===== src/srs_pkg.sv =====
// Shared widths, register indexes, state codes and controller/datapath bundles.
`default_nettype none

package srs_pkg;

    localparam int VALUE_W     = 32;
    localparam int ACC_W       = 48;
    localparam int CNT_W       = 16;
    localparam int FRAC_W      = 32;
    localparam int HALF_W      = ACC_W / 2;
    localparam int PROD_W      = FRAC_W + HALF_W;
    localparam int FULL_W      = FRAC_W + ACC_W;
    localparam int DIV_STEPS   = ACC_W;
    localparam int DIV_CNT_W   = $clog2(DIV_STEPS);
    localparam int CFG_IDX_W   = 2;
    localparam int TDATA_IN_W  = 32;
    localparam int TUSER_IN_W  = 2;
    localparam int TDATA_OUT_W = 80;
    localparam int TUSER_OUT_W = 1;

    // Configuration register indexes
    localparam logic [CFG_IDX_W-1:0] CFG_SAMPLE_COUNT  = 2'd0;
    localparam logic [CFG_IDX_W-1:0] CFG_TOTAL_NORM    = 2'd1;
    localparam logic [CFG_IDX_W-1:0] CFG_RAND_FRACTION = 2'd2;

    // Bit positions inside the slave tuser
    localparam int TUSER_KEEP  = 0;
    localparam int TUSER_FIRST = 1;

    // Controller states, one-hot
    typedef enum logic [5:0] {
        S_IDLE   = 6'b000001,
        S_DIV    = 6'b000010,
        S_MUL_LO = 6'b000100,
        S_MUL_HI = 6'b001000,
        S_SUM    = 6'b010000,
        S_EXEC   = 6'b100000
    } srs_state_t;

    // Commands from controller to datapath
    typedef struct packed {
        logic load_item;   // capture the request fields
        logic proc_live;   // process the request on the input bus now
        logic proc_held;   // process the captured request
        logic zero_start;  // first element with zero sample count
        logic div_start;   // first element: clear sums, start divider
        logic div_step;    // one restoring division step
        logic mul_lo;      // rand * low half of step
        logic mul_hi;      // rand * high half of step
        logic thr_load;    // latch step and starting threshold
    } srs_cmd_t;

    // Status from datapath to controller
    typedef struct packed {
        logic count_zero;  // sample_count register is zero
        logic div_last;    // divider on its final step
    } srs_status_t;

    // 48-bit add that saturates at all ones
    function automatic logic [ACC_W-1:0] sat_add48(input logic [ACC_W-1:0] a,
                                                   input logic [ACC_W-1:0] b);
        logic [ACC_W:0] s;
        s = {1'b0, a} + {1'b0, b};
        return s[ACC_W] ? {ACC_W{1'b1}} : s[ACC_W-1:0];
    endfunction

endpackage

`default_nettype wire


===== src/srs_ctrl.sv =====
// Controller: sequences first-element setup and drives the stream handshakes.
`default_nettype none

module srs_ctrl (
    input  wire logic                clk,
    input  wire logic                rst_n,
    input  wire logic                in_valid,
    input  wire logic                in_first,
    output logic                     in_ready,
    output logic                     out_valid,
    input  wire logic                out_ready,
    input  wire srs_pkg::srs_status_t status,
    output srs_pkg::srs_cmd_t        cmd
);
    import srs_pkg::*;

    srs_state_t state_reg, state_next;
    logic       out_valid_reg, out_valid_next;
    logic       accept;
    logic       load_out;

    // Input side free when idle and the output register is empty or draining
    assign in_ready  = (state_reg == S_IDLE) && (!out_valid_reg || out_ready);
    assign accept    = in_valid && in_ready;
    assign out_valid = out_valid_reg;

    // Next state and commands
    always_comb
    begin
        state_next = state_reg;
        cmd        = '0;
        case (state_reg)
            S_IDLE:
            begin
                if (accept)
                begin
                    cmd.load_item = 1'b1;
                    if (!in_first)
                    begin
                        cmd.proc_live = 1'b1;
                    end
                    else if (status.count_zero)
                    begin
                        cmd.zero_start = 1'b1;
                        state_next     = S_EXEC;
                    end
                    else
                    begin
                        cmd.div_start = 1'b1;
                        state_next    = S_DIV;
                    end
                end
            end
            S_DIV:
            begin
                cmd.div_step = 1'b1;
                if (status.div_last)
                begin
                    state_next = S_MUL_LO;
                end
            end
            S_MUL_LO:
            begin
                cmd.mul_lo = 1'b1;
                state_next = S_MUL_HI;
            end
            S_MUL_HI:
            begin
                cmd.mul_hi = 1'b1;
                state_next = S_SUM;
            end
            S_SUM:
            begin
                cmd.thr_load = 1'b1;
                state_next   = S_EXEC;
            end
            S_EXEC:
            begin
                cmd.proc_held = 1'b1;
                state_next    = S_IDLE;
            end
            default:
            begin
                state_next = S_IDLE;
            end
        endcase
    end

    // Output register valid flag
    assign load_out = cmd.proc_live || cmd.proc_held;

    always_comb
    begin
        if (load_out)
        begin
            out_valid_next = 1'b1;
        end
        else if (out_ready)
        begin
            out_valid_next = 1'b0;
        end
        else
        begin
            out_valid_next = out_valid_reg;
        end
    end

    always_ff @(posedge clk or negedge rst_n)
    begin
        if (!rst_n)
        begin
            state_reg     <= S_IDLE;
            out_valid_reg <= 1'b0;
        end
        else
        begin
            state_reg     <= state_next;
            out_valid_reg <= out_valid_next;
        end
    end

endmodule

`default_nettype wire


===== src/srs_datapath.sv =====
// Datapath: config registers, step divider, threshold multiplier, sampling logic.
`default_nettype none

module srs_datapath (
    input  wire logic                              clk,
    input  wire logic                              rst_n,
    input  wire srs_pkg::srs_cmd_t                 cmd,
    output srs_pkg::srs_status_t                   status,
    input  wire logic                              cfg_we,
    input  wire logic [srs_pkg::CFG_IDX_W-1:0]     cfg_index,
    input  wire logic [srs_pkg::ACC_W-1:0]         cfg_data,
    input  wire logic [srs_pkg::VALUE_W-1:0]       in_value,
    input  wire logic                              in_keep,
    output logic [srs_pkg::VALUE_W-1:0]            out_value,
    output logic                                   out_zeroed,
    output logic [srs_pkg::ACC_W-1:0]              out_norm
);
    import srs_pkg::*;

    localparam logic [VALUE_W-1:0] POS_MAX = {1'b0, {(VALUE_W-1){1'b1}}};
    localparam logic [VALUE_W-1:0] NEG_MAG = {1'b1, {(VALUE_W-1){1'b0}}};

    // Configuration registers
    logic [CNT_W-1:0]  count_reg;
    logic [ACC_W-1:0]  total_reg;
    logic [FRAC_W-1:0] rand_reg;

    // Sampling state
    logic [ACC_W-1:0] bound_reg, bound_next;
    logic [ACC_W-1:0] thr_reg, thr_next;
    logic [ACC_W-1:0] step_reg;
    logic [ACC_W-1:0] norm_reg, norm_next;
    logic             no_samp_reg;

    // Captured request
    logic [VALUE_W-1:0] hold_value_reg;
    logic               hold_keep_reg;

    // Divider and multiplier
    logic [CNT_W-1:0]     rem_reg;
    logic [ACC_W-1:0]     quo_reg;
    logic [DIV_CNT_W-1:0] div_cnt_reg;
    logic [CNT_W:0]       trial;
    logic                 trial_ge;
    logic [CNT_W:0]       trial_diff;
    logic [HALF_W-1:0]    mul_b;
    logic [PROD_W-1:0]    mul_prod;
    logic [PROD_W-1:0]    pp_lo_reg, pp_hi_reg;
    logic [FULL_W-1:0]    full_prod;

    // Result path
    logic [VALUE_W-1:0] p_value;
    logic               p_keep;
    logic               p_neg;
    logic [VALUE_W-1:0] p_mag;
    logic [ACC_W-1:0]   bound_sum, thr_sum, norm_sum, norm_addend;
    logic               hit;
    logic [VALUE_W-1:0] pos_res, neg_res, res;
    logic               zeroed;

    logic [VALUE_W-1:0] out_value_reg;
    logic               out_zeroed_reg;
    logic [ACC_W-1:0]   out_norm_reg;

    assign status.count_zero = (count_reg == '0);
    assign status.div_last   = (div_cnt_reg == DIV_CNT_W'(DIV_STEPS - 1));

    // Configuration writes
    always_ff @(posedge clk or negedge rst_n)
    begin
        if (!rst_n)
        begin
            count_reg <= '0;
            total_reg <= '0;
            rand_reg  <= '0;
        end
        else if (cfg_we)
        begin
            case (cfg_index)
                CFG_SAMPLE_COUNT:  count_reg <= cfg_data[CNT_W-1:0];
                CFG_TOTAL_NORM:    total_reg <= cfg_data;
                CFG_RAND_FRACTION: rand_reg  <= cfg_data[FRAC_W-1:0];
                default:           ;
            endcase
        end
    end

    // Restoring divider step: one quotient bit a cycle
    assign trial      = {rem_reg, quo_reg[ACC_W-1]};
    assign trial_ge   = (trial >= {1'b0, count_reg});
    assign trial_diff = trial - {1'b0, count_reg};

    always_ff @(posedge clk)
    begin
        if (cmd.div_start)
        begin
            rem_reg     <= '0;
            quo_reg     <= total_reg;
            div_cnt_reg <= '0;
        end
        else if (cmd.div_step)
        begin
            rem_reg     <= trial_ge ? trial_diff[CNT_W-1:0] : trial[CNT_W-1:0];
            quo_reg     <= {quo_reg[ACC_W-2:0], trial_ge};
            div_cnt_reg <= div_cnt_reg + 1'b1;
        end
    end

    // Shared multiplier: rand times one half of the quotient
    assign mul_b     = cmd.mul_hi ? quo_reg[ACC_W-1:HALF_W] : quo_reg[HALF_W-1:0];
    assign mul_prod  = {{HALF_W{1'b0}}, rand_reg} * {{FRAC_W{1'b0}}, mul_b};
    assign full_prod = {pp_hi_reg, {HALF_W{1'b0}}} + {{HALF_W{1'b0}}, pp_lo_reg};

    always_ff @(posedge clk)
    begin
        if (cmd.mul_lo)
        begin
            pp_lo_reg <= mul_prod;
        end
        if (cmd.mul_hi)
        begin
            pp_hi_reg <= mul_prod;
        end
    end

    // Request capture
    always_ff @(posedge clk)
    begin
        if (cmd.load_item)
        begin
            hold_value_reg <= in_value;
            hold_keep_reg  <= in_keep;
        end
    end

    // Sampling decision for one element
    always_comb
    begin
        p_value     = cmd.proc_held ? hold_value_reg : in_value;
        p_keep      = cmd.proc_held ? hold_keep_reg : in_keep;
        p_neg       = p_value[VALUE_W-1];
        p_mag       = p_neg ? (~p_value + 1'b1) : p_value;
        bound_sum   = sat_add48(bound_reg, {{(ACC_W-VALUE_W){1'b0}}, p_mag});
        hit         = !no_samp_reg && (thr_reg < bound_sum);
        norm_addend = p_keep ? {{(ACC_W-VALUE_W){1'b0}}, p_mag} : step_reg;
        norm_sum    = sat_add48(norm_reg, norm_addend);
        thr_sum     = sat_add48(thr_reg, step_reg);
        pos_res     = (step_reg > {{(ACC_W-VALUE_W){1'b0}}, POS_MAX}) ?
                      POS_MAX : step_reg[VALUE_W-1:0];
        neg_res     = (step_reg > {{(ACC_W-VALUE_W){1'b0}}, NEG_MAG}) ?
                      NEG_MAG : (~step_reg[VALUE_W-1:0] + 1'b1);

        res        = p_value;
        zeroed     = 1'b0;
        bound_next = bound_reg;
        thr_next   = thr_reg;
        norm_next  = norm_reg;
        if (p_keep)
        begin
            norm_next = norm_sum;
        end
        else if (p_value != '0)
        begin
            bound_next = bound_sum;
            if (hit)
            begin
                res       = p_neg ? neg_res : pos_res;
                thr_next  = thr_sum;
                norm_next = norm_sum;
            end
            else
            begin
                res    = '0;
                zeroed = 1'b1;
            end
        end
    end

    // Sampling state
    always_ff @(posedge clk or negedge rst_n)
    begin
        if (!rst_n)
        begin
            bound_reg   <= '0;
            thr_reg     <= '0;
            step_reg    <= '0;
            norm_reg    <= '0;
            no_samp_reg <= 1'b0;
        end
        else if (cmd.zero_start)
        begin
            bound_reg   <= '0;
            thr_reg     <= '0;
            step_reg    <= '0;
            norm_reg    <= '0;
            no_samp_reg <= 1'b1;
        end
        else if (cmd.div_start)
        begin
            bound_reg   <= '0;
            norm_reg    <= '0;
            no_samp_reg <= 1'b0;
        end
        else if (cmd.thr_load)
        begin
            step_reg <= quo_reg;
            thr_reg  <= full_prod[FULL_W-1:FRAC_W];
        end
        else if (cmd.proc_live || cmd.proc_held)
        begin
            bound_reg <= bound_next;
            thr_reg   <= thr_next;
            norm_reg  <= norm_next;
        end
    end

    // Output register
    always_ff @(posedge clk)
    begin
        if (cmd.proc_live || cmd.proc_held)
        begin
            out_value_reg  <= res;
            out_zeroed_reg <= zeroed;
            out_norm_reg   <= norm_next;
        end
    end

    assign out_value  = out_value_reg;
    assign out_zeroed = out_zeroed_reg;
    assign out_norm   = out_norm_reg;

endmodule

`default_nettype wire


===== src/systematic_resample_stream_core.sv =====
// Top level of the streaming systematic resampling core.
`default_nettype none

// Streams a vector one element per request and compresses it by systematic
// resampling in Q16.16. An element without the first flag is processed as it
// is taken. A new request is taken every cycle while no setup runs and the
// result side keeps up. A result that waits in the output register holds off
// the input, and the next request is taken in the cycle that the waiting
// result leaves. An element with the first flag is captured and then
// processed when sample_count is zero; otherwise the bit-serial step division
// total_norm / sample_count, the 32x24 multiplier on the low and then the
// high half of the step, and the sum of the partial products that forms the
// starting threshold come between. Write configuration only while the core
// is idle; new values take effect at the next first element.
module systematic_resample_stream_core (
    input  wire logic                               clk,
    input  wire logic                               rst_n,
    // configuration
    input  wire logic                               cfg_we,
    input  wire logic [srs_pkg::CFG_IDX_W-1:0]      cfg_index,
    input  wire logic [srs_pkg::ACC_W-1:0]          cfg_data,
    // input stream
    input  wire logic                               s_axis_tvalid,
    output logic                                    s_axis_tready,
    input  wire logic [srs_pkg::TDATA_IN_W-1:0]     s_axis_tdata,  // [31:0] value
    input  wire logic [srs_pkg::TUSER_IN_W-1:0]     s_axis_tuser,  // [0] keep_exact_in, [1] first_element
    input  wire logic                               s_axis_tlast,  // last_element
    // result stream
    output logic                                    m_axis_tvalid,
    input  wire logic                               m_axis_tready,
    output logic [srs_pkg::TDATA_OUT_W-1:0]         m_axis_tdata,  // [31:0] out_value, [79:32] norm_sum
    output logic [srs_pkg::TUSER_OUT_W-1:0]         m_axis_tuser,  // [0] zeroed_flag
    output logic                                    m_axis_tlast   // last_out
);
    import srs_pkg::*;

    srs_cmd_t           cmd;
    srs_status_t        status;
    logic [VALUE_W-1:0] out_value;
    logic               out_zeroed;
    logic [ACC_W-1:0]   out_norm;
    logic               last_reg;

    srs_ctrl u_ctrl (
        .clk       (clk),
        .rst_n     (rst_n),
        .in_valid  (s_axis_tvalid),
        .in_first  (s_axis_tuser[TUSER_FIRST]),
        .in_ready  (s_axis_tready),
        .out_valid (m_axis_tvalid),
        .out_ready (m_axis_tready),
        .status    (status),
        .cmd       (cmd)
    );

    srs_datapath u_dp (
        .clk        (clk),
        .rst_n      (rst_n),
        .cmd        (cmd),
        .status     (status),
        .cfg_we     (cfg_we),
        .cfg_index  (cfg_index),
        .cfg_data   (cfg_data),
        .in_value   (s_axis_tdata[VALUE_W-1:0]),
        .in_keep    (s_axis_tuser[TUSER_KEEP]),
        .out_value  (out_value),
        .out_zeroed (out_zeroed),
        .out_norm   (out_norm)
    );

    // Frame marker follows the request into the output register
    always_ff @(posedge clk)
    begin
        if (cmd.load_item)
        begin
            last_reg <= s_axis_tlast;
        end
    end

    assign m_axis_tdata = {out_norm, out_value};
    assign m_axis_tuser = out_zeroed;
    assign m_axis_tlast = last_reg;

endmodule

`default_nettype wire


===== config.mk =====
export PLATFORM = sky130hd
export DESIGN_NAME = systematic_resample_stream_core
export DESIGN_NICKNAME = d
export VERILOG_FILES = /design/src/srs_pkg.sv /design/src/srs_ctrl.sv /design/src/srs_datapath.sv /design/src/systematic_resample_stream_core.sv
export SDC_FILE = /design/constraint.sdc
export NUM_CORES = 2
export LEC_CHECK = 0
export ABC_AREA = 0
export ABC_CLOCK_PERIOD_IN_PS = 10900
export BUFFER_PORTS_ARGS = -buffer_cell sky130_fd_sc_hd__buf_2
export CAP_MARGIN = 20
export CORE_MARGIN = 4
export CORE_UTILIZATION = 65
export DETAILED_ROUTE_END_ITERATION = 6
export PLACE_DENSITY = 0.8
export SETUP_SLACK_MARGIN = 0.3
export SLEW_MARGIN = 30
export SYNTH_ARGS = -nofsm -noshare
export SYNTH_HDL_FRONTEND = slang
export SYNTH_HIERARCHICAL = 1
export SYNTH_SLANG_ARGS = --single-unit

===== constraint.sdc =====
create_clock -name clk -period 10.9 [get_ports clk]
set_input_delay 1.09 -clock clk [delete_from_list [all_inputs] [get_ports clk]]
set_output_delay 1.09 -clock clk [all_outputs]
set_load 0.02 [all_outputs]

=== Word-level counts from Yosys, hierarchy flattened ===
Index checks and enable logic that the tools add are counted.

* Add/subtract/negate cells: 8
* Multipliers: 1
* Div/mod/pow operators: 0
* Magnitude comparators: 4
* Equal/unequal tests: 16
* Shift-type cells: 0
* Multiplexer cells: 63
* Bitwise logic cells: 3
* Reductions and logical operators: 28

{| class="wikitable"
|+ Operators by type and width
! cell !! count
|-
| 48-bit 2-to-1 mux || 29
|-
| 32-bit 2-to-1 mux || 8
|-
| 48-bit by 48-bit adder with 49-bit output || 2
|-
| 80-bit by 56-bit adder with 80-bit output || 1
|-
| 32-bit by 1-bit adder with 32-bit output (second input constant) || 2
|-
| 32-bit inverter || 2
|-
| 32-bit by 24-bit multiplier with 56-bit output || 1
|-
| 48-bit by 32-bit adder with 49-bit output || 1
|-
| 48-bit by 31-bit > comparator with 1-bit output (second input constant) || 1
|-
| 48-bit by 32-bit > comparator with 1-bit output (second input constant) || 1
|-
| 48-bit less-than comparator || 1
|-
| 32-bit nonzero test || 1
|-
| 6-bit case mux with 5 select lines || 1
|-
| 24-bit 2-to-1 mux || 1
|-
| 6-bit 2-to-1 mux || 4
|-
| 17-bit by 16-bit greater-or-equal comparator with 1-bit output || 1
|-
| 16-bit logical NOT || 1
|-
| 16-bit 2-to-1 mux || 1
|-
| 16-bit subtractor || 1
|-
| 3-bit nonzero test || 5
|-
| 1-bit 2-to-1 mux || 14
|-
| 6-bit equality test (second input constant) || 2
|-
| 2-bit 2-to-1 mux || 5
|-
| 2-bit AND reduction || 5
|-
| 22 further kinds || 32
|}

* Bits in registers: 593
* Bits in latches: 0
* Memory bits (writable): 0
* Memory bits (read-only): 0
* Output and inout bits: 84
* Word-level logic and storage cells: 144
* Memories kept: 0

=== Depth between registers and ports, before layout ===
* Word-level depth: 17
* Mapped depth: 41
* Depth with buffers taken out: 33

=== Cells and area by module ===
The synthesis kept the hierarchy.

{| class="wikitable"
|+ Modules (own cells, without submodules)
! module !! instances !! cells each !! area each (sq um) !! seq. area each (sq um)
|-
| srs_datapath || 1 || 6,318 || 58,990.3 || 15,179.6
|-
| srs_ctrl || 1 || 45 || 464.2 || 176.4
|-
| systematic_resample_stream_core || 1 || 1 || 30.0 || 30.0
|}

=== Worst setup path before layout ===
Ideal clock, no wire load.

* Kind: flip-flop to flip-flop
* From: register u_ctrl.state_reg[1]
* To: register u_dp.pp_hi_reg[54] (data pin)
* Setup time: 0.263 ns
* Arrival: 9.019 ns
* Data required time: 10.637 ns
* Path slack: 1.618 ns
* Cell stages (with the launch flop): 26
* Buffers on the path: 3
* Clock period less this slack: 9.282 ns
* Cell sequence: dfrtp_1 > nor3_1 > and4bb_2 > clkbuf_1 > buf_1 > mux2i_1 > clkbuf_1 > nor2b_1 > fa_1 > fa_1 > fa_1 > fa_1 > fa_1 > fa_1 > fa_1 > ha_1 > and4_1 > o211a_1 > a221oi_1 > o31a_1 > o31ai_1 > a32o_1 > a41oi_1 > o2111ai_1 > a21oi_1 > xnor2_1

{| class="wikitable"
|+ RTL lines
! element !! line !! text
|-
| start: declaration || srs_ctrl.sv:17 || <nowiki>srs_state_t state_reg, state_next;</nowiki>
|-
| start signal: assignment || srs_ctrl.sv:117 || <nowiki>state_reg <= state_next;</nowiki>
|-
| end signal: assignment || srs_datapath.sv:122 || <nowiki>pp_hi_reg <= mul_prod;</nowiki>
|-
| end: declaration || srs_datapath.sv:48 || <nowiki>logic [PROD_W-1:0] pp_lo_reg, pp_hi_reg;</nowiki>
|}

==> results.py <==
metrics = {
    "outcome": {
        "status": "finished clean",
    },
    "worst_setup_path": {
        "critPathMostFrequentCell": "a21o_1",
        "cp-start-kind": "flip-flop",
        "worstSetupEndpointType": "flip-flop",
        "crit_slowest_cell": "and4_1",
        "path_max_fanout": 32,
        "path_class": "flip-flop to flip-flop",
        "cp_slowest_stage_delay_ns": 0.65,
        "required_ns": 11.46,
        "crit_arrival_ns": 10.48,
    },
    "sta": {
        "fmaxAchievable_ghz": 0.101,
        "setup_viol": 0,
        "fin_crit_sh": 0.910,
        "final_max_slew_viol_count": 0,
        "max_slew_margin": 0.235,
        "rsz0062_at_grt": "no",
        "finalCriticalPeriod_ns": 9.92,
        "hold_viol": 0,
        "tns_ns": 0,
        "fin_skew_ns": 0.0273,
        "tightest_slew_ns": 1.14,
    },
    "synthesis": {
        "yosysTopAreaCell": "fa_1",
        "syn_area_um2": 59500,
        "synth-edff-count": 251,
        "synth_ff_type": "dfrtp_1",
        "synth_seq_cells": 569,
        "syn_nets": 7524,
        "yosys_warnings": 6,
        "synthCells": 6364,
        "synth.area.top_cells": "fa_1, edfxtp_1, dfrtp_1",
        "synth_cell_types": 95,
        "synth.avg_cell_area_um2": 9.35,
        "yosysMostFrequentCell": "nand2_1",
        "yosysSeqAreaShare": 0.259,
        "synthTopCellsByCount": "nand2_1, inv_1, fa_1",
        "synth.top_cell.area_share": 0.223,
        "ys_async_sr_fraction": 0.520,
    },
    "die": {
        "dieArea_um2": 96400,
        "die_y_um": 311,
        "start_util": 0.658,
        "die_width_um": 311,
        "ios": 174,
        "rows": 110,
        "core_um2": 90400,
    },
    "grt": {
        "antenna_found_initial": 18,
        "grt_pass1_vias": 48500,
        "grt_max_degree": 110,
        "grt_use_total": 0.365,
        "grt_pass1_wl_um": 276000,
        "overflow": 0,
    },
    "clock_network": {
        "cts_setup_buffers": 0,
        "cts.sink_count": 569,
        "clk_pin_slew_worst_paths_ns": 0.06,
        "hold_buffers": 0,
        "htree_levels": 3,
        "cts_tree": "done",
        "clk_latency_ns": 0.63,
        "cts_max_path_buffers": 3,
        "root_buffer": "clkbuf_16",
        "cts_buffers": 68,
    },
    "route": {
        "drc": 0,
        "drtAntennaViolNets": 0,
        "drt-vias-per-instance": 6.31,
        "wl_per_cell_um": 23.3,
        "dr_total_vias": 47900,
        "routed_wl_um": 177000,
        "initialDrtViolationCount": 4744,
        "dr.pass1.iters": 6,
    },
    "cells_and_area": {
        "largest_reg_flops": 56,
        "fin_cells": 7591,
        "nets": 7514,
        "drive_gt1_frac": 0.0941,
        "syn2layout_area_growth_pct": 7.11,
        "fillers": 6808,
    },
    "worst_hold_path": {
        "min_path_type": "primary input to async pin",
    },
    "place": {
        "io_buffers": 173,
        "post-dp-hpwl_um": 138000,
        "place_congestion": 0.990,
        "place_inst": 7458,
    },
    "job": {
        "drv_cap": 0,
    },
}
[kinds of logic (layout without fill, tap and decap cells)]
family	Yosys count	in the layout	share of synthesized area
XOR/XNOR	240	240	0.0353
flip-flops	569	569	0.259
AND/OR/NAND/NOR	1932	1932	0.153
AO/OA/AOI/OAI	1233	1233	0.133
multiplexers	218	218	0.0399
buffers and inverters	1102	1146	0.0708
adder cells (fa/ha/maj)	1070	1070	0.309
other	0	7	0
[path summary, 6_finish.rpt]
path,cells past startpoint,startpoint,slack [ns],end
setup / recovery,32,u_ctrl/state_reg[3],0.98,u_dp/thr_reg[35]
hold / removal,1,rst_n,0.35,u_dp/norm_reg[45]
setup reg to reg,32,u_ctrl/state_reg[3],0.98,u_dp/thr_reg[35]
hold reg to reg,2,u_dp/rem_reg[10],0.50,u_dp/rem_reg[10]
max in group asynchronous,4,rst_n,8.28,u_dp/rand_reg[14]
min in group clk,2,u_dp/rem_reg[10],0.50,u_dp/rem_reg[10]
[what timing repair did]
action                                  CTS  global route
endpoints found under the hold margin     0             0
endpoints found under the setup margin    0             8
gates resized for setup                   0             2
[metal layers]
metal,track usage,up-vias,share of wire
met2,0.599,2380,0.47
met1,0.473,23600,0.39
li1,-,21400,-
met3,0.0644,514,0.087
met4,0.175,8,0.053
met5,0,-,0.00027
[placed cells by master (no fill, tap or decap), types with 18 or more instances in the layout]
cell type  instances
o21a_1            32
and2_1           123
nor2b_1          201
nor3_1            77
mux2_2           155
o31ai_1           21
mux2i_1           54
nand3_1           83
xor2_1            89
ha_1             408
edfxtp_1         251
a211oi_1          78
dfrtp_1          277
nor2_1           358
a21o_1           133
and3_1            35
fa_1             662
inv_1            770
o21ai_0          254
xnor2_1          151
dfxtp_1           22
o22ai_1           51
nand4_1           58
nand2b_1          42
buf_2            172
a21oi_1          349
a22o_1            51
o21bai_1          28
nor4_1            27
a31oi_1           44
or3_1             19
clkbuf_16         69
dfrtp_2           18
a2111oi_0         19
buf_4             67
o211ai_1          24
nand2_1          819
[metrics by stage]
stage | setup slack [ns] | cell area [um^2] | util | hold slack (ns)
after floorplan | 1.62 | 59500 | - | 0.455
after global placement | 1.33 | 61300 | 0.678 | 0.469
after detailed placement | 1.12 | 61400 | 0.678 | 0.488
after CTS | 1.09 | 63600 | 0.704 | 0.500
after global routing | 0.338 | 63700 | 0.704 | 0.369
final | 0.983 | 63700 | 0.705 | 0.354
[worst max-delay path, delay by kind of cell, from the launching register on]
family | cells | cell delay (ns)
compound gates | 13 | 3.28
simple gates | 12 | 3.08
buf+inv | 3 | 1.20
fa+ha+maj | 2 | 0.65
mux | 1 | 0.56
flops | 1 | 0.53
xor+xnor | 1 | 0.49
[area by class of cell]
| class | count | area, um^2 | area share |
|---|---|---|---|
| inverter | 772 | 2900 | 0.0455 |
| multi-input combinational | 4693 | 40100 | 0.629 |
| timing repair buffer | 250 | 1590 | 0.0250 |
| antenna | 7 | 17.5 | 0.000275 |
| tap | 1176 | 1470 | 0.0231 |
| clock buffer | 88 | 1880 | 0.0295 |
| clock inverter | 36 | 380 | 0.00597 |
| sequential | 569 | 15400 | 0.242 |
Power is left out: the tool's default activity adds up to more than one toggle a clock period on the data nets, which glitch-free logic cannot reach.
